===== config.mk =====
export PLATFORM = sky130hd
export DESIGN_NAME = bgr_to_yuv_planar_subsampler
export DESIGN_NICKNAME = d
export VERILOG_FILES = /design/src/design/byuv_pkg.sv /design/src/design/byuv_cfg.sv /design/src/design/byuv_front.sv /design/src/design/byuv_convert.sv /design/src/design/byuv_burst.sv /design/src/design/bgr_to_yuv_planar_subsampler.sv
export SDC_FILE = /design/constraint.sdc
export NUM_CORES = 2
export LEC_CHECK = 0
export ABC_AREA = 1
export BUFFER_PORTS_ARGS = -buffer_cell sky130_fd_sc_hd__buf_2
export CAP_MARGIN = 10
export CELL_PAD_IN_SITES_DETAIL_PLACEMENT = 1
export CELL_PAD_IN_SITES_GLOBAL_PLACEMENT = 1
export CORE_UTILIZATION = 35
export DETAILED_ROUTE_END_ITERATION = 12
export PLACE_DENSITY_LB_ADDON = 0.1
export SLEW_MARGIN = 20
export SYNTH_ARGS = -nofsm -noshare
export SYNTH_HDL_FRONTEND = slang
export SYNTH_SLANG_ARGS = --single-unit

===== constraint.sdc =====
create_clock -name clock -period 9.25 [get_ports clock]
set_input_delay 1.85 -clock clock [delete_from_list [all_inputs] [get_ports clock]]
set_output_delay 1.85 -clock clock [all_outputs]
set_load 0.02 [all_outputs]

===== src/design/byuv_pkg.sv =====
// shared types, codes and color math for the bgr to planar yuv subsampler
// no dependencies; every other design file refers to this package by scoped names
package byuv_pkg;

   // defaults for the top level parameters
   localparam int DEF_MAX_DIMENSION = 4096;
   localparam int DEF_PAD_ALIGN     = 16;

   // field widths fixed by the interface
   localparam int CFG_W    = 13;
   localparam int ADDR_W   = 24;
   localparam int SAMPLE_W = 8;
   localparam int MIX_W    = 26;

   // csr register indexes
   localparam logic [1:0] REG_FRAME_WIDTH  = 2'd0;
   localparam logic [1:0] REG_FRAME_HEIGHT = 2'd1;
   localparam logic [1:0] REG_CHROMA_MODE  = 2'd2;

   localparam logic [CFG_W-1:0] RST_FRAME_WIDTH  = 13'd640;
   localparam logic [CFG_W-1:0] RST_FRAME_HEIGHT = 13'd480;

   // chroma subsampling modes
   localparam logic [1:0] MODE_420 = 2'd0;
   localparam logic [1:0] MODE_422 = 2'd1;
   localparam logic [1:0] MODE_444 = 2'd2;

   typedef enum logic [1:0] {
      PLANE_LUMA     = 2'd0,
      PLANE_CHROMA_U = 2'd1,
      PLANE_CHROMA_V = 2'd2
   } plane_type;

   typedef struct packed {
      plane_type             plane;
      logic [ADDR_W-1:0]     address;
      logic [SAMPLE_W-1:0]   sample;
      logic                  last_of_pixel;
      logic                  end_of_frame;
   } wr_type;

   // q16 color coefficients, the chroma offsets hold 127.5 and the luma offset is zero
   localparam logic signed [MIX_W-1:0] K_Y_RED   = 26'sd19595;
   localparam logic signed [MIX_W-1:0] K_Y_GREEN = 26'sd38470;
   localparam logic signed [MIX_W-1:0] K_Y_BLUE  = 26'sd7471;
   localparam logic signed [MIX_W-1:0] K_Y_OFS   = 26'sd0;
   localparam logic signed [MIX_W-1:0] K_U_RED   = -26'sd11058;
   localparam logic signed [MIX_W-1:0] K_U_GREEN = -26'sd21710;
   localparam logic signed [MIX_W-1:0] K_U_BLUE  = 26'sd32768;
   localparam logic signed [MIX_W-1:0] K_U_OFS   = 26'sd8355840;
   localparam logic signed [MIX_W-1:0] K_V_RED   = 26'sd32768;
   localparam logic signed [MIX_W-1:0] K_V_GREEN = -26'sd27439;
   localparam logic signed [MIX_W-1:0] K_V_BLUE  = -26'sd5329;
   localparam logic signed [MIX_W-1:0] K_V_OFS   = 26'sd8355840;

   function automatic logic signed [MIX_W-1:0] mix(
      input logic [SAMPLE_W-1:0]        blue,
      input logic [SAMPLE_W-1:0]        green,
      input logic [SAMPLE_W-1:0]        red,
      input logic signed [MIX_W-1:0]    k_blue,
      input logic signed [MIX_W-1:0]    k_green,
      input logic signed [MIX_W-1:0]    k_red,
      input logic signed [MIX_W-1:0]    offset
   );
      logic signed [MIX_W-1:0] sb;
      logic signed [MIX_W-1:0] sg;
      logic signed [MIX_W-1:0] sr;
      sb = $signed(MIX_W'(blue));
      sg = $signed(MIX_W'(green));
      sr = $signed(MIX_W'(red));
      return offset + k_red * sr + k_green * sg + k_blue * sb;
   endfunction

   // negative gives zero, otherwise drop the fraction and saturate at 255
   function automatic logic [SAMPLE_W-1:0] to_sample(input logic signed [MIX_W-1:0] acc);
      logic [SAMPLE_W-1:0] res;
      if (acc[MIX_W-1]) begin
         res = '0;
      end else if (|acc[MIX_W-2:24]) begin
         res = '1;
      end else begin
         res = acc[23:16];
      end
      return res;
   endfunction

endpackage


===== src/design/byuv_cfg.sv =====
// configuration registers, dimension clipping and padded stride computation
// depends on byuv_pkg
module byuv_cfg #(
   parameter int MAX_DIMENSION = byuv_pkg::DEF_MAX_DIMENSION,
   parameter int PAD_ALIGN     = byuv_pkg::DEF_PAD_ALIGN,
   localparam int DIM_W        = $clog2(MAX_DIMENSION + 1),
   localparam int STRIDE_W     = $clog2(MAX_DIMENSION + PAD_ALIGN)
) (
   input  logic                       clock,
   input  logic                       reset,
   input  logic                       csr_valid,
   output logic                       csr_ready,
   input  logic [1:0]                 csr_index,
   input  logic [byuv_pkg::CFG_W-1:0] csr_wdata,
   output logic [DIM_W-1:0]           width_out,
   output logic [DIM_W-1:0]           height_out,
   output logic [1:0]                 mode_out,
   output logic [STRIDE_W-1:0]        stride_out,
   output logic                       busy
);
   localparam int REC_SH = STRIDE_W;
   localparam int REC_W  = REC_SH + 1;
   localparam int PROD_W = STRIDE_W + REC_W;
   localparam int RECIP  = (2 ** REC_SH) / PAD_ALIGN;

   logic [byuv_pkg::CFG_W-1:0] width_ff;
   logic [byuv_pkg::CFG_W-1:0] height_ff;
   logic [1:0]                 mode_ff;
   logic [1:0]                 settle_ff;
   logic [STRIDE_W-1:0]        padsum_ff;
   logic [STRIDE_W-1:0]        padsum_in;
   logic [STRIDE_W-1:0]        quot_ff;
   logic [STRIDE_W-1:0]        quot_in;
   logic [STRIDE_W-1:0]        stride_ff;
   logic [STRIDE_W-1:0]        stride_in;
   logic [STRIDE_W-1:0]        rem;
   logic [PROD_W-1:0]          prod;

   assign csr_ready = 1'b1;

   always_ff @(posedge clock) begin
      if (reset) begin
         width_ff  <= byuv_pkg::RST_FRAME_WIDTH;
         height_ff <= byuv_pkg::RST_FRAME_HEIGHT;
         mode_ff   <= byuv_pkg::MODE_420;
         settle_ff <= 2'd2;
      end else begin
         if (csr_valid && csr_ready) begin
            settle_ff <= 2'd2;
            case (csr_index)
               byuv_pkg::REG_FRAME_WIDTH:  width_ff  <= csr_wdata;
               byuv_pkg::REG_FRAME_HEIGHT: height_ff <= csr_wdata;
               byuv_pkg::REG_CHROMA_MODE:  mode_ff   <= csr_wdata[1:0];
               default: ;
            endcase
         end else if (settle_ff != 2'd0) begin
            settle_ff <= settle_ff - 2'd1;
         end
      end
   end

   // zero reads as one, oversize reads as the maximum
   always_comb begin
      if (width_ff == '0) begin
         width_out = DIM_W'(1);
      end else if (int'(width_ff) > MAX_DIMENSION) begin
         width_out = DIM_W'(MAX_DIMENSION);
      end else begin
         width_out = DIM_W'(width_ff);
      end
      if (height_ff == '0) begin
         height_out = DIM_W'(1);
      end else if (int'(height_ff) > MAX_DIMENSION) begin
         height_out = DIM_W'(MAX_DIMENSION);
      end else begin
         height_out = DIM_W'(height_ff);
      end
   end

   // stride = round width up to the alignment: reciprocal estimate, then one correction
   always_comb begin
      padsum_in = STRIDE_W'(width_out) + STRIDE_W'(PAD_ALIGN - 1);
      prod      = PROD_W'(padsum_in) * PROD_W'(RECIP);
      quot_in   = STRIDE_W'(prod >> REC_SH);
      rem       = padsum_ff - STRIDE_W'(quot_ff * STRIDE_W'(PAD_ALIGN));
      if (rem >= STRIDE_W'(PAD_ALIGN)) begin
         rem = rem - STRIDE_W'(PAD_ALIGN);
      end
      stride_in = padsum_ff - rem;
   end

   always_ff @(posedge clock) begin
      padsum_ff <= padsum_in;
      quot_ff   <= quot_in;
      stride_ff <= stride_in;
   end

   assign mode_out   = mode_ff;
   assign stride_out = stride_ff;
   assign busy       = settle_ff != 2'd0;

endmodule


===== src/design/byuv_front.sv =====
// input register and raster position counters
// depends on byuv_pkg
module byuv_front #(
   parameter int MAX_DIMENSION = byuv_pkg::DEF_MAX_DIMENSION,
   localparam int DIM_W        = $clog2(MAX_DIMENSION + 1),
   localparam int CNT_W        = $clog2(MAX_DIMENSION)
) (
   input  logic                          clock,
   input  logic                          reset,
   input  logic                          req_tvalid,
   output logic                          req_tready,
   input  logic [3*byuv_pkg::SAMPLE_W-1:0] req_tdata,
   input  logic                          cfg_busy,
   input  logic [DIM_W-1:0]              width,
   input  logic [DIM_W-1:0]              height,
   input  logic                          take,
   output logic                          px_valid,
   output logic [byuv_pkg::SAMPLE_W-1:0] px_blue,
   output logic [byuv_pkg::SAMPLE_W-1:0] px_green,
   output logic [byuv_pkg::SAMPLE_W-1:0] px_red,
   output logic [CNT_W-1:0]              px_col,
   output logic [CNT_W-1:0]              px_row,
   output logic                          px_eof
);
   localparam int CMP_W = DIM_W + 1;
   localparam int SW    = byuv_pkg::SAMPLE_W;

   logic                 px_valid_ff;
   logic [3*SW-1:0]      pix_ff;
   logic [CNT_W-1:0]     pcol_ff;
   logic [CNT_W-1:0]     prow_ff;
   logic                 peof_ff;
   logic [CNT_W-1:0]     col_ff;
   logic [CNT_W-1:0]     col_in;
   logic [CNT_W-1:0]     row_ff;
   logic [CNT_W-1:0]     row_in;
   logic                 accept;
   logic                 eol;
   logic                 eof;

   assign req_tready = !cfg_busy && (!px_valid_ff || take);
   assign accept     = req_tvalid && req_tready;

   always_comb begin
      eol    = (CMP_W'(col_ff) + CMP_W'(1)) >= CMP_W'(width);
      eof    = eol && ((CMP_W'(row_ff) + CMP_W'(1)) >= CMP_W'(height));
      col_in = eol ? '0 : col_ff + CNT_W'(1);
      row_in = row_ff;
      if (eol) begin
         row_in = eof ? '0 : row_ff + CNT_W'(1);
      end
   end

   always_ff @(posedge clock) begin
      if (reset) begin
         px_valid_ff <= 1'b0;
         col_ff      <= '0;
         row_ff      <= '0;
      end else begin
         if (accept) begin
            px_valid_ff <= 1'b1;
            col_ff      <= col_in;
            row_ff      <= row_in;
         end else if (take) begin
            px_valid_ff <= 1'b0;
         end
      end
   end

   always_ff @(posedge clock) begin
      if (accept) begin
         pix_ff  <= req_tdata;
         pcol_ff <= col_ff;
         prow_ff <= row_ff;
         peof_ff <= eof;
      end
   end

   assign px_valid = px_valid_ff;
   assign px_blue  = pix_ff[SW-1:0];
   assign px_green = pix_ff[2*SW-1:SW];
   assign px_red   = pix_ff[3*SW-1:2*SW];
   assign px_col   = pcol_ff;
   assign px_row   = prow_ff;
   assign px_eof   = peof_ff;

endmodule


===== src/design/byuv_convert.sv =====
// color conversion and plane address generation for one registered pixel
// depends on byuv_pkg
module byuv_convert #(
   parameter int MAX_DIMENSION = byuv_pkg::DEF_MAX_DIMENSION,
   parameter int PAD_ALIGN     = byuv_pkg::DEF_PAD_ALIGN,
   localparam int CNT_W        = $clog2(MAX_DIMENSION),
   localparam int STRIDE_W     = $clog2(MAX_DIMENSION + PAD_ALIGN)
) (
   input  logic [1:0]                    mode,
   input  logic [STRIDE_W-1:0]           stride,
   input  logic [byuv_pkg::SAMPLE_W-1:0] px_blue,
   input  logic [byuv_pkg::SAMPLE_W-1:0] px_green,
   input  logic [byuv_pkg::SAMPLE_W-1:0] px_red,
   input  logic [CNT_W-1:0]              px_col,
   input  logic [CNT_W-1:0]              px_row,
   input  logic                          px_eof,
   output byuv_pkg::wr_type              luma_wr,
   output byuv_pkg::wr_type              u_wr,
   output byuv_pkg::wr_type              v_wr,
   output logic                          keep
);
   localparam int PROD_W = CNT_W + STRIDE_W;
   localparam int SUM_W  = PROD_W + 1;

   logic [byuv_pkg::SAMPLE_W-1:0] y_smp;
   logic [byuv_pkg::SAMPLE_W-1:0] u_smp;
   logic [byuv_pkg::SAMPLE_W-1:0] v_smp;
   logic [PROD_W-1:0]             luma_prod;
   logic [PROD_W-1:0]             chroma_prod;
   logic [SUM_W-1:0]              luma_sum;
   logic [SUM_W-1:0]              chroma_sum;
   logic [CNT_W-1:0]              c_col;
   logic [CNT_W-1:0]              c_row;
   logic [STRIDE_W-1:0]           c_stride;

   always_comb begin
      y_smp = byuv_pkg::to_sample(byuv_pkg::mix(px_blue, px_green, px_red,
         byuv_pkg::K_Y_BLUE, byuv_pkg::K_Y_GREEN, byuv_pkg::K_Y_RED, byuv_pkg::K_Y_OFS));
      u_smp = byuv_pkg::to_sample(byuv_pkg::mix(px_blue, px_green, px_red,
         byuv_pkg::K_U_BLUE, byuv_pkg::K_U_GREEN, byuv_pkg::K_U_RED, byuv_pkg::K_U_OFS));
      v_smp = byuv_pkg::to_sample(byuv_pkg::mix(px_blue, px_green, px_red,
         byuv_pkg::K_V_BLUE, byuv_pkg::K_V_GREEN, byuv_pkg::K_V_RED, byuv_pkg::K_V_OFS));
   end

   // mode 3 falls into the 4:2:2 arm
   always_comb begin
      case (mode)
         byuv_pkg::MODE_444: begin
            keep     = 1'b1;
            c_col    = px_col;
            c_row    = px_row;
            c_stride = stride;
         end
         byuv_pkg::MODE_420: begin
            keep     = !px_col[0] && !px_row[0];
            c_col    = px_col >> 1;
            c_row    = px_row >> 1;
            c_stride = stride >> 1;
         end
         default: begin
            keep     = !px_col[0];
            c_col    = px_col >> 1;
            c_row    = px_row;
            c_stride = stride >> 1;
         end
      endcase
   end

   always_comb begin
      luma_prod   = PROD_W'(px_row) * PROD_W'(stride);
      chroma_prod = PROD_W'(c_row) * PROD_W'(c_stride);
      luma_sum    = SUM_W'(px_col) + SUM_W'(luma_prod);
      chroma_sum  = SUM_W'(c_col) + SUM_W'(chroma_prod);
   end

   always_comb begin
      luma_wr.plane         = byuv_pkg::PLANE_LUMA;
      luma_wr.address       = byuv_pkg::ADDR_W'(luma_sum);
      luma_wr.sample        = y_smp;
      luma_wr.last_of_pixel = !keep;
      luma_wr.end_of_frame  = !keep && px_eof;

      u_wr.plane            = byuv_pkg::PLANE_CHROMA_U;
      u_wr.address          = byuv_pkg::ADDR_W'(chroma_sum);
      u_wr.sample           = u_smp;
      u_wr.last_of_pixel    = 1'b0;
      u_wr.end_of_frame     = 1'b0;

      v_wr.plane            = byuv_pkg::PLANE_CHROMA_V;
      v_wr.address          = byuv_pkg::ADDR_W'(chroma_sum);
      v_wr.sample           = v_smp;
      v_wr.last_of_pixel    = 1'b1;
      v_wr.end_of_frame     = px_eof;
   end

endmodule


===== src/design/byuv_burst.sv =====
// result register holding the one or three plane writes of a pixel, sent one per cycle while rsp_tready is high
// depends on byuv_pkg
module byuv_burst (
   input  logic                clock,
   input  logic                reset,
   input  logic                px_valid,
   input  byuv_pkg::wr_type    luma_wr,
   input  byuv_pkg::wr_type    u_wr,
   input  byuv_pkg::wr_type    v_wr,
   input  logic                keep,
   output logic                take,
   output logic                rsp_tvalid,
   input  logic                rsp_tready,
   output logic [31:0]         rsp_tdata,  // address [23:0], sample [31:24]
   output logic [2:0]          rsp_tuser,  // plane [1:0], last_of_pixel [2]
   output logic                rsp_tlast   // end_of_frame
);
   localparam logic [1:0] SLOT_LUMA = 2'd0;
   localparam logic [1:0] SLOT_U    = 2'd1;
   localparam logic [1:0] SLOT_V    = 2'd2;

   byuv_pkg::wr_type wr_ff [3];
   byuv_pkg::wr_type cur;
   logic             bst_valid_ff;
   logic [1:0]       idx_ff;
   logic [1:0]       last_ff;
   logic             fire;
   logic             at_end;
   logic             load;

   assign fire   = bst_valid_ff && rsp_tready;
   assign at_end = idx_ff == last_ff;
   assign take   = !bst_valid_ff || (fire && at_end);
   assign load   = px_valid && take;

   always_ff @(posedge clock) begin
      if (reset) begin
         bst_valid_ff <= 1'b0;
         idx_ff       <= SLOT_LUMA;
         last_ff      <= SLOT_LUMA;
      end else begin
         if (load) begin
            bst_valid_ff <= 1'b1;
            idx_ff       <= SLOT_LUMA;
            last_ff      <= keep ? SLOT_V : SLOT_LUMA;
         end else if (fire) begin
            if (at_end) begin
               bst_valid_ff <= 1'b0;
            end else begin
               idx_ff <= idx_ff + 2'd1;
            end
         end
      end
   end

   always_ff @(posedge clock) begin
      if (load) begin
         wr_ff[SLOT_LUMA] <= luma_wr;
         wr_ff[SLOT_U]    <= u_wr;
         wr_ff[SLOT_V]    <= v_wr;
      end
   end

   assign cur        = wr_ff[idx_ff];
   assign rsp_tvalid = bst_valid_ff;
   assign rsp_tdata  = {cur.sample, cur.address};
   assign rsp_tuser  = {cur.last_of_pixel, cur.plane};
   assign rsp_tlast  = cur.end_of_frame;

endmodule


===== src/design/bgr_to_yuv_planar_subsampler.sv =====
// bgr to planar yuv converter with 4:2:0, 4:2:2 or 4:4:4 chroma decimation
// top level; depends on byuv_pkg, byuv_cfg, byuv_front, byuv_convert, byuv_burst
//
// usage:
//  req_*  one bgr pixel per item in raster order: blue [7:0], green [15:8], red [23:16]
//  rsp_*  plane writes: address [23:0] and sample [31:24] in tdata, plane [1:0] and
//         last_of_pixel [2] in tuser, end_of_frame on tlast; luma, then U, then V
//  csr_*  register writes: index 0 frame width, 1 frame height, 2 chroma mode
//  the first write of a pixel is offered once its item has passed the input register and
//  been loaded into the result register, and leaves while rsp_tready is high
//  a pixel giving only luma sends one write, one giving luma and chroma sends three,
//  through the single result port draining the three-entry result register
//  the next pixel is taken in the cycle the previous one's last write leaves, so
//  intake keeps pace with the output with no gap
//  after reset and after every csr write, req_tready stays low while the padded line
//  stride is recomputed (reciprocal multiply, then a correction step)
//  reset clears the column and row position and loads 640x480 in 4:2:0 mode
//  when rsp_tready is low the current write holds and one more pixel is buffered
//  in the input register before req_tready drops
module bgr_to_yuv_planar_subsampler #(
   parameter int MAX_DIMENSION = byuv_pkg::DEF_MAX_DIMENSION,
   parameter int PAD_ALIGN     = byuv_pkg::DEF_PAD_ALIGN
) (
   input  logic                       clock,
   input  logic                       reset,
   input  logic                       req_tvalid,
   output logic                       req_tready,
   input  logic [23:0]                req_tdata,  // blue [7:0], green [15:8], red [23:16]
   output logic                       rsp_tvalid,
   input  logic                       rsp_tready,
   output logic [31:0]                rsp_tdata,  // address [23:0], sample [31:24]
   output logic [2:0]                 rsp_tuser,  // plane [1:0], last_of_pixel [2]
   output logic                       rsp_tlast,  // end_of_frame
   input  logic                       csr_valid,
   output logic                       csr_ready,
   input  logic [1:0]                 csr_index,
   input  logic [byuv_pkg::CFG_W-1:0] csr_wdata
);
   localparam int DIM_W    = $clog2(MAX_DIMENSION + 1);
   localparam int CNT_W    = $clog2(MAX_DIMENSION);
   localparam int STRIDE_W = $clog2(MAX_DIMENSION + PAD_ALIGN);

   logic [DIM_W-1:0]              width;
   logic [DIM_W-1:0]              height;
   logic [1:0]                    mode;
   logic [STRIDE_W-1:0]           stride;
   logic                          cfg_busy;
   logic                          take;
   logic                          px_valid;
   logic [byuv_pkg::SAMPLE_W-1:0] px_blue;
   logic [byuv_pkg::SAMPLE_W-1:0] px_green;
   logic [byuv_pkg::SAMPLE_W-1:0] px_red;
   logic [CNT_W-1:0]              px_col;
   logic [CNT_W-1:0]              px_row;
   logic                          px_eof;
   byuv_pkg::wr_type              luma_wr;
   byuv_pkg::wr_type              u_wr;
   byuv_pkg::wr_type              v_wr;
   logic                          keep;

   byuv_cfg #(
      .MAX_DIMENSION (MAX_DIMENSION),
      .PAD_ALIGN     (PAD_ALIGN)
   ) u_cfg (
      .clock      (clock),
      .reset      (reset),
      .csr_valid  (csr_valid),
      .csr_ready  (csr_ready),
      .csr_index  (csr_index),
      .csr_wdata  (csr_wdata),
      .width_out  (width),
      .height_out (height),
      .mode_out   (mode),
      .stride_out (stride),
      .busy       (cfg_busy)
   );

   byuv_front #(
      .MAX_DIMENSION (MAX_DIMENSION)
   ) u_front (
      .clock      (clock),
      .reset      (reset),
      .req_tvalid (req_tvalid),
      .req_tready (req_tready),
      .req_tdata  (req_tdata),
      .cfg_busy   (cfg_busy),
      .width      (width),
      .height     (height),
      .take       (take),
      .px_valid   (px_valid),
      .px_blue    (px_blue),
      .px_green   (px_green),
      .px_red     (px_red),
      .px_col     (px_col),
      .px_row     (px_row),
      .px_eof     (px_eof)
   );

   byuv_convert #(
      .MAX_DIMENSION (MAX_DIMENSION),
      .PAD_ALIGN     (PAD_ALIGN)
   ) u_convert (
      .mode     (mode),
      .stride   (stride),
      .px_blue  (px_blue),
      .px_green (px_green),
      .px_red   (px_red),
      .px_col   (px_col),
      .px_row   (px_row),
      .px_eof   (px_eof),
      .luma_wr  (luma_wr),
      .u_wr     (u_wr),
      .v_wr     (v_wr),
      .keep     (keep)
   );

   byuv_burst u_burst (
      .clock      (clock),
      .reset      (reset),
      .px_valid   (px_valid),
      .luma_wr    (luma_wr),
      .u_wr       (u_wr),
      .v_wr       (v_wr),
      .keep       (keep),
      .take       (take),
      .rsp_tvalid (rsp_tvalid),
      .rsp_tready (rsp_tready),
      .rsp_tdata  (rsp_tdata),
      .rsp_tuser  (rsp_tuser),
      .rsp_tlast  (rsp_tlast)
   );

`ifndef SYNTHESIS
   // frame end only ever rides on a pixel's final write
   a_eof_on_last: assert property (@(posedge clock) disable iff (reset)
      rsp_tvalid && rsp_tlast |-> rsp_tuser[2])
      else $error("end of frame on a write that is not the pixel's last");

   // a register write holds off intake while the stride settles
   a_csr_holds_intake: assert property (@(posedge clock) disable iff (reset)
      csr_valid && csr_ready |=> !req_tready)
      else $error("pixel intake open right after a register write");

   // a luma write that is not last is followed at once by its U write
   a_luma_then_u: assert property (@(posedge clock) disable iff (reset)
      rsp_tvalid && rsp_tready && rsp_tuser[1:0] == byuv_pkg::PLANE_LUMA && !rsp_tuser[2]
      |=> rsp_tvalid && rsp_tuser[1:0] == byuv_pkg::PLANE_CHROMA_U)
      else $error("luma write not followed by U write");

   // a U write is followed at once by its V write
   a_u_then_v: assert property (@(posedge clock) disable iff (reset)
      rsp_tvalid && rsp_tready && rsp_tuser[1:0] == byuv_pkg::PLANE_CHROMA_U
      |=> rsp_tvalid && rsp_tuser[1:0] == byuv_pkg::PLANE_CHROMA_V)
      else $error("U write not followed by V write");
`endif

endmodule


==> metrics.txt <==
# TYPE chip_impl_metric gauge
chip_impl_info{name="clk_root_buffer_cell",value="sky130_fd_sc_hd__clkbuf_16"} 1
chip_impl_metric{name="area_used_by_multi_input_combinational_logic",unit="µm²"} 29800
chip_impl_metric{name="chipHeight",unit="µm"} 336
chip_impl_metric{name="floorplan.initialDensity",unit=""} 0.353
chip_impl_metric{name="cts.sink_count",unit=""} 203
chip_impl_metric{name="grt_use_total",unit=""} 0.231
chip_impl_metric{name="number_of_input_and_output_port_buffers_inserted",unit=""} 81
chip_impl_metric{name="cts_resized",unit=""} 0
chip_impl_metric{name="initial_antenna_violation_count",unit=""} 1
chip_impl_metric{name="gp_congestion",unit=""} 0.896
chip_impl_info{name="run_status",value="finished clean"} 1
chip_impl_metric{name="timing_hold_violations_final",unit=""} 0
chip_impl_metric{name="post_detailed_routing_wire_length",unit="mm"} 128
chip_impl_metric{name="ant_nets",unit=""} 0
chip_impl_metric{name="sequential_cell_area",unit="µm²"} 5310
chip_impl_metric{name="post_synth_num_cell_types",unit=""} 56
chip_impl_metric{name="max_slew_violation_count",unit=""} 0
chip_impl_metric{name="grt_pass1_wl",unit="mm"} 200
chip_impl_metric{name="route.detailed.drc",unit=""} 0
chip_impl_info{name="post-synth-top-area-cell",value="sky130_fd_sc_hd__fa_1"} 1
chip_impl_metric{name="yosys_register_bits",unit=""} 203
chip_impl_metric{name="die-area",unit="µm²"} 113000
chip_impl_metric{name="clock-skew-final",unit="ns"} 0.0202
chip_impl_info{name="worst_setup_path_startpoint",value="u_front.pix_ff[16]"} 1
chip_impl_metric{name="routed_via_density",unit=""} 4.86
chip_impl_metric{name="max-slew-margin-rel",unit=""} 0.333
chip_impl_info{name="tritoncts",value="done"} 1
chip_impl_metric{name="final_clock_period_utilization_by_the_worst_path",unit=""} 0.804
chip_impl_metric{name="grt_start_max_net_pins",unit=""} 60
chip_impl_metric{name="clkSlewWorstSetupHoldPaths",unit="ns"} 0.07
chip_impl_info{name="cp-start-kind",value="flop"} 1
chip_impl_metric{name="wl_per_cell",unit="µm"} 19.4
chip_impl_metric{name="worstSkewPairLatency",unit="ns"} 0.65
chip_impl_metric{name="worst_ep_required_time",unit="ns"} 9.66
chip_impl_metric{name="p_leak",unit="nW"} 22.8
chip_impl_metric{name="design.final.nets",unit=""} 6249
chip_impl_metric{name="floorplan.core_area",unit="µm²"} 111000
chip_impl_metric{name="layout-drive-gt1-share",unit=""} 0.0416
chip_impl_metric{name="synthesis.instances",unit=""} 4925
chip_impl_metric{name="first_global_vias",unit=""} 34500
chip_impl_metric{name="synth_warnings",unit=""} 0
chip_impl_info{name="post_synth_most_frequent_cells",value="sky130_fd_sc_hd__inv_1, sky130_fd_sc_hd__nand2_1, sky130_fd_sc_hd__ha_1"} 1
chip_impl_info{name="regToRegStartpoint",value="u_front.pix_ff[16]"} 1
chip_impl_info{name="min_path_type",value="reg2reg"} 1
chip_impl_metric{name="post-route-min-period",unit="ns"} 7.44
chip_impl_metric{name="synth.avg_cell_area",unit="µm²"} 7.94
chip_impl_info{name="post-synth-top-count-cell",value="sky130_fd_sc_hd__inv_1"} 1
chip_impl_metric{name="overflow",unit=""} 0
chip_impl_metric{name="post-dp-hpwl",unit="mm"} 112
chip_impl_metric{name="ios",unit=""} 83
chip_impl_metric{name="clk_path_buf_depth",unit=""} 3
chip_impl_metric{name="synth_top_area_share",unit=""} 0.233
chip_impl_metric{name="timing.reg2reg.worst_path_depth",unit=""} 27
chip_impl_metric{name="antenna_cells_inserted",unit=""} 0
chip_impl_metric{name="firstDrtPassIters",unit=""} 5
chip_impl_metric{name="drt-initial-drc-count",unit=""} 1294
chip_impl_metric{name="postCtsHoldBufs",unit=""} 0
chip_impl_metric{name="worst_setup_slack_after_layout",unit="ns"} 1.81
chip_impl_metric{name="post_cts_setup_bufs",unit=""} 0
chip_impl_metric{name="synth_enable_flop_cells",unit=""} 124
chip_impl_metric{name="hold-worst-slack",unit="ns"} 0.325
chip_impl_metric{name="peakVddDrop",unit="mV"} 0.459
chip_impl_metric{name="fin_setup_tns",unit="ns"} 0
chip_impl_metric{name="filler_cell_count",unit=""} 13500
chip_impl_info{name="setup_repair_after_global_routing_missed_its_margin",value="false"} 1
chip_impl_metric{name="async_reset_ff_frac",unit=""} 0
chip_impl_metric{name="cts_inserted_buffers",unit=""} 31
chip_impl_metric{name="regToRegSetupSlack",unit="ns"} 1.81
chip_impl_info{name="ys.flop_type",value="sky130_fd_sc_hd__edfxtp_1"} 1
chip_impl_metric{name="worst-endpoint-arrival",unit="ns"} 7.85
chip_impl_metric{name="placement.setup.worst_slack",unit="ns"} 1.88
chip_impl_metric{name="cts_htree_levels",unit=""} 1
chip_impl_metric{name="vias",unit=""} 32000
chip_impl_info{name="end_point_of_the_critical_path",value="u_burst.wr_ff[1][2]"} 1
chip_impl_metric{name="die_w",unit="µm"} 336
chip_impl_metric{name="worstMarginPinSlew",unit="ns"} 0.994
chip_impl_metric{name="setup_viol",unit=""} 0
chip_impl_metric{name="syn-cell-area",unit="µm²"} 39100
chip_impl_metric{name="drv_cap",unit=""} 0
chip_impl_metric{name="worst-path-max-fanout",unit=""} 10
chip_impl_info{name="timing.critical_path.to_type",value="flop"} 1
chip_impl_info{name="critical_path.reg2reg.endpoint",value="u_burst.wr_ff[1][2]"} 1
chip_impl_metric{name="max_freq",unit="MHz"} 134
chip_impl_metric{name="synth_seq_area_share",unit=""} 0.136
chip_impl_metric{name="synthToLayoutAreaGrowth",unit="%"} 9.21
chip_impl_metric{name="std_cell_rows",unit=""} 122
chip_impl_metric{name="power-per-cell-area",unit="nW/µm²"} 355
chip_impl_info{name="yosys-top-cells-area",value="sky130_fd_sc_hd__fa_1, sky130_fd_sc_hd__ha_1, sky130_fd_sc_hd__inv_1"} 1
chip_impl_info{name="critPathKind",value="reg2reg"} 1
sequential cells by signal (all words and copies together), names as in the netlist, 9 cells and up, named ones only:
register	count
u_burst.wr_ff	75
u_cfg.height_ff	13
u_front.col_ff	12
u_front.pix_ff	24
u_cfg.width_ff	13
u_cfg.stride_out	9
u_front.px_row	12
u_front.px_col	12
u_front.row_ff	12
kinds of logic after synthesis:
logic type,synth area share
buf+inv,0.110
other cells,0.000192
fa+ha+maj,0.449
simple gates,0.175
xor+xnor,0.0470
mux,0.000512
flops,0.136
compound gates,0.0825
worst max-delay path: stages, from the launching register on:
cell and delay [ns]:
sky130_fd_sc_hd__edfxtp_1 0.58, sky130_fd_sc_hd__buf_4 0.29, sky130_fd_sc_hd__fa_1 0.76, sky130_fd_sc_hd__inv_1 0.16, sky130_fd_sc_hd__fa_1 0.60, sky130_fd_sc_hd__fa_1 0.54
sky130_fd_sc_hd__fa_1 0.54, sky130_fd_sc_hd__inv_1 0.04, sky130_fd_sc_hd__ha_1 0.35, sky130_fd_sc_hd__inv_1 0.09, sky130_fd_sc_hd__nor3_1 0.33, sky130_fd_sc_hd__nor3b_1 0.35
sky130_fd_sc_hd__nand3_1 0.13, sky130_fd_sc_hd__nand3_1 0.15, sky130_fd_sc_hd__xor2_1 0.27, sky130_fd_sc_hd__fa_1 0.47, sky130_fd_sc_hd__ha_1 0.40, sky130_fd_sc_hd__nand2_1 0.15
sky130_fd_sc_hd__nor3_2 0.19, sky130_fd_sc_hd__inv_2 0.04, sky130_fd_sc_hd__nor2_1 0.12, sky130_fd_sc_hd__nand3_1 0.12, sky130_fd_sc_hd__nand3_1 0.09, sky130_fd_sc_hd__nand2_1 0.06
sky130_fd_sc_hd__nand2_2 0.15, sky130_fd_sc_hd__nand2_1 0.09, sky130_fd_sc_hd__nand2_1 0.08, sky130_fd_sc_hd__inv_1 0.04
layer usage:
layer / GRT usage / up-vias / share of wire
li1: - / 15800 / -
met1: 0.333 / 15800 / 0.50
met2: 0.374 / 360 / 0.45
met3: 0.0233 / 90 / 0.031
met4: 0.0412 / 0 / 0.019
met5: 0 / - / 0
how the worst min path moves through the flow:
stage,from,endpoint,cells after the start
after floorplan,u_cfg.padsum_ff[4],u_cfg.stride_out[4],0
after global placement,u_cfg.padsum_ff[4],u_cfg.stride_out[4],0
after detailed placement,u_cfg.padsum_ff[6],u_cfg.stride_out[6],0
after CTS,u_cfg.padsum_ff[9],u_cfg.stride_out[9],0
after global routing,u_cfg.padsum_ff[6],u_cfg.stride_out[6],0
final,u_cfg.padsum_ff[6],u_cfg.stride_out[6],0
metrics by stage:
step           utilization  cell area [µm²]  power [mW]  cells
2_1_floorplan            -            39400        10.4   4993
3_3_place_gp         0.376            41600        13.8   6531
3_5_place_dp         0.376            41600        13.9   6531
4_1_cts              0.386            42700        15.3   6588
5_1_grt              0.386            42700        17.0   6588
6_report             0.386            42700        15.2   6588
where the power goes:
group | switching (mW) | total, mW | internal, mW
sequential | 0.0880 | 1.49 | 1.40
clock | 0.521 | 1.35 | 0.827
combinational | 8.05 | 12.3 | 4.28
placed cells by master (no fill, tap or decap), types with 9 or more instances in the layout:
| cell | synthesis | final |
|---|---|---|
| sky130_fd_sc_hd__nor2_1 | 325 | 324 |
| sky130_fd_sc_hd__ha_1 | 673 | 673 |
| sky130_fd_sc_hd__conb_1 | 2 | 70 |
| sky130_fd_sc_hd__inv_2 | 20 | 20 |
| sky130_fd_sc_hd__o21ai_1 | 45 | 45 |
| sky130_fd_sc_hd__buf_4 | 1 | 23 |
| sky130_fd_sc_hd__nand2_1 | 988 | 988 |
| sky130_fd_sc_hd__nor3_1 | 43 | 43 |
| sky130_fd_sc_hd__xnor2_1 | 76 | 76 |
| sky130_fd_sc_hd__fa_1 | 456 | 456 |
| sky130_fd_sc_hd__o21bai_1 | 34 | 34 |
| sky130_fd_sc_hd__o21ai_2 | 9 | 9 |
| sky130_fd_sc_hd__a21o_1 | 25 | 25 |
| sky130_fd_sc_hd__inv_1 | 1063 | 1062 |
| sky130_fd_sc_hd__a31oi_1 | 16 | 16 |
| sky130_fd_sc_hd__dfxtp_1 | 79 | 79 |
| sky130_fd_sc_hd__xor2_1 | 134 | 134 |
| sky130_fd_sc_hd__clkbuf_16 | 0 | 32 |
| sky130_fd_sc_hd__a21oi_1 | 271 | 271 |
| sky130_fd_sc_hd__buf_2 | 7 | 81 |
| sky130_fd_sc_hd__o21ai_0 | 134 | 134 |
| sky130_fd_sc_hd__nand3_1 | 189 | 189 |
| sky130_fd_sc_hd__nand4_1 | 68 | 68 |
| sky130_fd_sc_hd__a21boi_1 | 10 | 10 |
| sky130_fd_sc_hd__nor4_1 | 9 | 9 |
| sky130_fd_sc_hd__edfxtp_1 | 124 | 124 |
area by class of cell:
cell class,instances,area share
multi-input combinational,3648,0.697
sequential,203,0.124
inverter,1088,0.0956
tap,1488,0.0436
clock buffer,35,0.0190
timing repair buffer,104,0.0135
clock inverter,22,0.00747
No activity file was read; power rests on OpenSTA's default activity.
